### src/design/sipq_pkg.sv
`default_nettype none

package sipq_pkg;

	localparam int DEFAULT_QUEUE_DEPTH = 16;
	localparam int ValueW = 32;

	typedef enum logic {
		MODE_INSERT = 1'b0,
		MODE_REMOVE = 1'b1
	} mode_t;

	typedef enum logic [1:0] {
		STATUS_DONE  = 2'd0,
		STATUS_FULL  = 2'd1,
		STATUS_EMPTY = 2'd2
	} status_t;

	// Broadcast from the top level to every cell of the chain.
	typedef struct packed {
		logic                     ins_en;
		logic                     rem_en;
		logic signed [ValueW-1:0] new_value;
	} cell_ctrl_t;

endpackage

`default_nettype wire

### src/design/sipq_cell.sv
`default_nettype none

module sipq_cell
	import sipq_pkg::*;
(
	input  wire logic                     clk,
	input  wire cell_ctrl_t               ctrl,
	input  wire logic                     occupied,
	input  wire logic                     left_ge,
	input  wire logic signed [ValueW-1:0] left_value,
	input  wire logic signed [ValueW-1:0] right_value,
	output logic                          ge,
	output logic signed [ValueW-1:0]      value_q,
	output logic signed [ValueW-1:0]      next_value
);

	// A cell keeps its entry when it is at least the new value; equal entries stay
	// ahead, so ties leave in arrival order.
	assign ge = occupied && (value_q >= ctrl.new_value);

	always_comb begin
		next_value = value_q;
		if (ctrl.ins_en) begin
			if (ge) begin
				next_value = value_q;
			end else if (left_ge) begin
				next_value = ctrl.new_value;
			end else begin
				next_value = left_value;
			end
		end else if (ctrl.rem_en) begin
			next_value = right_value;
		end
	end

	always_ff @(posedge clk) begin
		value_q <= next_value;
	end

endmodule

`default_nettype wire

### src/design/sorted_insert_priority_queue.sv
// Max-priority queue held as a chain of QUEUE_DEPTH cells sorted in descending
// order. Every cell compares its entry with the incoming value in parallel and
// then keeps it, takes the new value, or shifts in its neighbor's entry, so one
// beat is taken per clock while the input is not stalled and its result is
// registered in the output register. Equal values leave in arrival order. A
// remove on an empty queue and an insert on a full queue change nothing and are
// reported in status. Input stalls only while a finished result waits on a
// stalled output. occupancy shows the low five bits of the entry count.
`default_nettype none

module sorted_insert_priority_queue
	import sipq_pkg::*;
#(
	parameter int QUEUE_DEPTH = DEFAULT_QUEUE_DEPTH
) (
	input  wire logic                     clk,
	input  wire logic                     arst_n,
	input  wire logic                     in_valid,
	output logic                          in_stall,
	input  wire logic                     mode,
	input  wire logic signed [ValueW-1:0] value,
	output logic                          out_valid,
	input  wire logic                     out_stall,
	output logic signed [ValueW-1:0]      head_value,
	output logic                          is_empty,
	output logic [4:0]                    occupancy,
	output logic [1:0]                    status
);

	localparam int CountW = $clog2(QUEUE_DEPTH + 1);

	logic [CountW-1:0] count_q, count_next;
	logic              accept, full, empty;
	status_t           stat_next;
	cell_ctrl_t        ctrl;

	logic                     ge        [QUEUE_DEPTH];
	logic                     occupied  [QUEUE_DEPTH];
	logic signed [ValueW-1:0] cell_val  [QUEUE_DEPTH];
	logic signed [ValueW-1:0] cell_next [QUEUE_DEPTH];

	logic signed [ValueW-1:0] head_q;
	logic                     empty_q;
	logic [CountW-1:0]        occ_q;
	status_t                  status_q;
	logic                     out_valid_q;
	logic [CountW+4:0]        occ_ext;

	assign in_stall = out_valid_q && out_stall;
	assign accept   = in_valid && !in_stall;
	assign full     = (count_q == CountW'(QUEUE_DEPTH));
	assign empty    = (count_q == '0);

	always_comb begin
		ctrl.ins_en    = accept && (mode == MODE_INSERT) && !full;
		ctrl.rem_en    = accept && (mode == MODE_REMOVE) && !empty;
		ctrl.new_value = value;
		count_next     = count_q;
		stat_next      = STATUS_DONE;
		if (mode == MODE_INSERT) begin
			if (full) begin
				stat_next = STATUS_FULL;
			end else begin
				count_next = count_q + CountW'(1);
			end
		end else begin
			if (empty) begin
				stat_next = STATUS_EMPTY;
			end else begin
				count_next = count_q - CountW'(1);
			end
		end
	end

	for (genvar i = 0; i < QUEUE_DEPTH; i++) begin : g_cell
		logic                     l_ge;
		logic signed [ValueW-1:0] l_val, r_val;

		assign occupied[i] = (count_q > CountW'(i));

		if (i == 0) begin : g_first
			assign l_ge  = 1'b1;
			assign l_val = value;
		end else begin : g_mid
			assign l_ge  = ge[i-1];
			assign l_val = cell_val[i-1];
		end

		if (i == QUEUE_DEPTH - 1) begin : g_last
			assign r_val = cell_val[i];
		end else begin : g_inner
			assign r_val = cell_val[i+1];
		end

		sipq_cell u_cell (
			.clk         (clk),
			.ctrl        (ctrl),
			.occupied    (occupied[i]),
			.left_ge     (l_ge),
			.left_value  (l_val),
			.right_value (r_val),
			.ge          (ge[i]),
			.value_q     (cell_val[i]),
			.next_value  (cell_next[i])
		);
	end

	always_ff @(posedge clk or negedge arst_n) begin
		if (!arst_n) begin
			count_q     <= '0;
			out_valid_q <= 1'b0;
		end else begin
			if (accept) begin
				count_q     <= count_next;
				out_valid_q <= 1'b1;
			end else if (!out_stall) begin
				out_valid_q <= 1'b0;
			end
		end
	end

	always_ff @(posedge clk) begin
		if (accept) begin
			head_q   <= (count_next == '0) ? '0 : cell_next[0];
			empty_q  <= (count_next == '0);
			occ_q    <= count_next;
			status_q <= stat_next;
		end
	end

	assign occ_ext    = {5'b0, occ_q};
	assign out_valid  = out_valid_q;
	assign head_value = head_q;
	assign is_empty   = empty_q;
	assign occupancy  = occ_ext[4:0];
	assign status     = status_q;

endmodule

`default_nettype wire

### config.mk
export PLATFORM = sky130hd
export DESIGN_NAME = sorted_insert_priority_queue
export DESIGN_NICKNAME = d
export VERILOG_FILES = /design/src/design/sipq_pkg.sv /design/src/design/sipq_cell.sv /design/src/design/sorted_insert_priority_queue.sv
export SDC_FILE = /design/constraint.sdc
export NUM_CORES = 2
export LEC_CHECK = 0
export ABC_AREA = 1
export BUFFER_PORTS_ARGS = -buffer_cell sky130_fd_sc_hd__buf_2
export CORE_ASPECT_RATIO = 1.2
export CORE_UTILIZATION = 30
export DETAILED_ROUTE_END_ITERATION = 16
export PLACE_DENSITY = 0.55
export SYNTH_ARGS = -nofsm -noshare
export SYNTH_HDL_FRONTEND = slang
export SYNTH_SLANG_ARGS = --single-unit
### constraint.sdc
create_clock -name clk -period 5.6 [get_ports clk]
set_input_delay 0.84 -clock clk [delete_from_list [all_inputs] [get_ports clk]]
set_output_delay 0.84 -clock clk [all_outputs]
set_load 0.01 [all_outputs]
==> results.tsv <==
stage	metric	value	unit
place	DP HPWL	117	mm
logic_synthesis	Yosys reg bits	558	
cells_and_area	Fill cells	14800	
drt	Avg WL per Cell	21.3	µm
outcome	status	finished, final reports clean	
global_routing	largest net degree at the start of global routing	186	
logic_synthesis	Post-synth ARST share	0.0108	
cells_and_area	post-layout util	0.340	
cts	CTS Hold Bufs	0	
timing	final hold vios	0	
critical_path	critical path type	input pin to flop	
power_and_ir_drop	Peak VDD IR	0.448	mV
cts	CTS max path bufs	3	
cts	CTS root buffer	clkbuf_16	
timing	setup TNS	0	ps
place	final RePlAce weighted congestion	0.943	
logic_synthesis	synth warn	0	
logic_synthesis	Primary FF master, synth	edfxtp_1	
drt	starting DRC count in detailed routing	3847	
cells_and_area	Area growth syn-to-layout	12.1	%
timing	RSZ-0062 raised after global routing	false	
power_and_ir_drop	Pwr Density	449	mW/mm²
logic_synthesis	net count after synthesis	6130	
die	Die Width	345	µm
cts	cts repair resizes	0	
cells_and_area	layout cells sized above 1	0.0643	
logic_synthesis	number of synthesized flops with an enable pin	520	
cells_and_area	most frequent cells in the layout	nand2_1 (1851), nand3_1 (1030), inv_1 (546)	
critical_path	worst reg-to-reg setup slack	1530	ps
die	Initial Util	0.303	
die	num rows	150	
critical_path	slowest cell delay on critical path	700	ps
cells_and_area	Final nets	6146	
die	num ports	79	
timing	period utilization	0.762	
cts	clock latency on the worst-skew pair	670	ps
global_routing	initial antenna violation count	3	
drt	vias per cell	5.32	
drt	1st-pass router iterations	6	
cts	H-tree levels	3	
logic_synthesis	Cell Area, Synth	0.0423	mm²
timing	final number of setup-violating endpoints	0	
timing	Peak Freq	0.234	GHz
timing	Post-Route Skew	30.9	ps
cts	Clock Sinks	558	
drt	routed vias	39700	
die	Core ar.	0.140	mm²
power_and_ir_drop	P_leak	22.8	nW
place	port bufs	78	
logic_synthesis	register area share after synthesis	0.388	
global_routing	total grt overflow	0	
logic_synthesis	Syn Inst Count	5576	
critical_path	crit start category	input pin	
critical_path	CP max FO	25	
drt	Post-Route WL	159	mm
power_and_ir_drop	total power	21.3	mW
drt	Antenna Nets Post-Route	0	
cts	Worst-path clk slew	60	ps
critical_path	Critical Path AT	4690	ps
global_routing	Global Route Usage Sum	0.220	
timing	Rel. slew slack	0.138	
cts	Post-CTS Setup Bufs	0	
timing	Tightest Pin Transition	1290	ps
global_routing	first-pass GRT wire length	238	mm
drt	DR DRC count	0	
global_routing	vias in the first global route	38200	
critical_path	endpoint type of the worst setup path	flop	
worst_hold_path	Hold/Removal Path Class	input pin to async pin	
critical_path	worst path cell trace	buf_2 -> clkinv_1 -> buf_4 -> ha_1 -> nand2_1 -> nor2_1 -> nand2_1 -> nor4_1 -> nand2_1 -> nand3b_1 -> nand3_1 -> nand2_1 -> buf_4 -> nand2_1 -> nand3_1 -> nand2_1	
critical_path	reg2reg path depth	13	
run	max_cap viols	0	
logic_synthesis	Yosys cell types	45	
cts	CTS tree	yes	
timing	Period minus WS final	4270	ps
critical_path	Worst EP required	6020	ps
critical_path	critical path's most frequent cell	nand2_1	
cts	CTS Buf Count	72	
die	Die ar.	0.142	mm²
die	die height	413	µm
critical_path	CP max-delay cell	clkinv_1	
logic_synthesis	Synth Area per Inst	7.58	µm²
timing	Max Slew Vio Count	0	
cells_and_area	commonest non-fill, non-tap cell in the layout	nand2_1	
per-layer routing:
metal	routed length (µm)	track usage
met1	64200	0.271
met2	77000	0.377
met3	9800	0.0237
met4	7970	0.109
met5	0	0
power by group:
part	total (mW)	switching, mW	internal [mW]
clock network	4.63	1.99	2.65
registers	7.04	0.969	6.07
logic	9.61	6.76	2.85
total	21.3	9.72	11.6
layout make-up:
| cell class | instances | area (µm²) | area share |
|---|---|---|---|
| multi-input combinational | 4148 | 22600 | 0.477 |
| sequential | 558 | 16400 | 0.346 |
| tap | 1824 | 2280 | 0.0481 |
| inverter | 576 | 2170 | 0.0458 |
| clock buffer | 98 | 1960 | 0.0414 |
| timing repair buffer | 236 | 1700 | 0.0359 |
| clock inverter | 32 | 285 | 0.00602 |
| antenna | 4 | 10.0 | 0.000211 |
Yosys cell counts (32+ instances only):
cell type / count / share of area
ha_1: 517 / 0.15
buf_2: 62 / 0.0073
nor2_1: 106 / 0.0094
o21ai_0: 131 / 0.016
nand2_1: 1854 / 0.16
dfxtp_1: 32 / 0.015
inv_1: 571 / 0.051
nand4_1: 51 / 0.0075
a21oi_1: 328 / 0.039
clkbuf_1: 225 / 0.020
nand3_1: 1030 / 0.12
edfxtp_1: 520 / 0.37
per-stage QoR:
stage               setup slack (ps)  instance area [µm²]  hold WS, ps  cells
floorplan                        657                42300          485   5576
global placement                 772                45200          469   7342
detailed placement               724                45200          486   7342
CTS                             1440                47400         10.6   7472
global route                    1210                47400         40.3   7472
finish                          1330                47400         50.4   7476
path summary, 6_finish.rpt:
path,startpoint,to
max in group asynchronous,arst_n,count_q[4]
min in group clk,out_stall,out_valid
hold reg to reg,out_valid,out_valid
setup reg to reg,count_q[1],g_cell[3].u_cell.value_q[7]
hold / removal,arst_n,out_valid
setup / recovery,value[27],g_cell[9].u_cell.value_q[5]
logic make-up after synthesis:
logic type,Yosys count,share of synthesized area
buffers and inverters,870,0.0796
AO/OA/AOI/OAI,524,0.0654
adder cells (fa/ha/maj),517,0.153
AND/OR/NAND/NOR,3105,0.314
XOR/XNOR,2,0.000414
flip-flops,558,0.388
registers in the layout, summed over array words and instances (netlist names):
register               count
g_cell.u_cell.value_q    512
is_empty                   1
occupancy                  5
head_value                32
count_q                    5
out_valid                  1
status                     2
worst max-delay path: cells and delay by family:
family	cells	cell delay (ps)
and+or+nand+nor	11	1770
buffers and inverters	4	1710
adders and majority gates	1	310
Power figures use the tool's default switching activity.
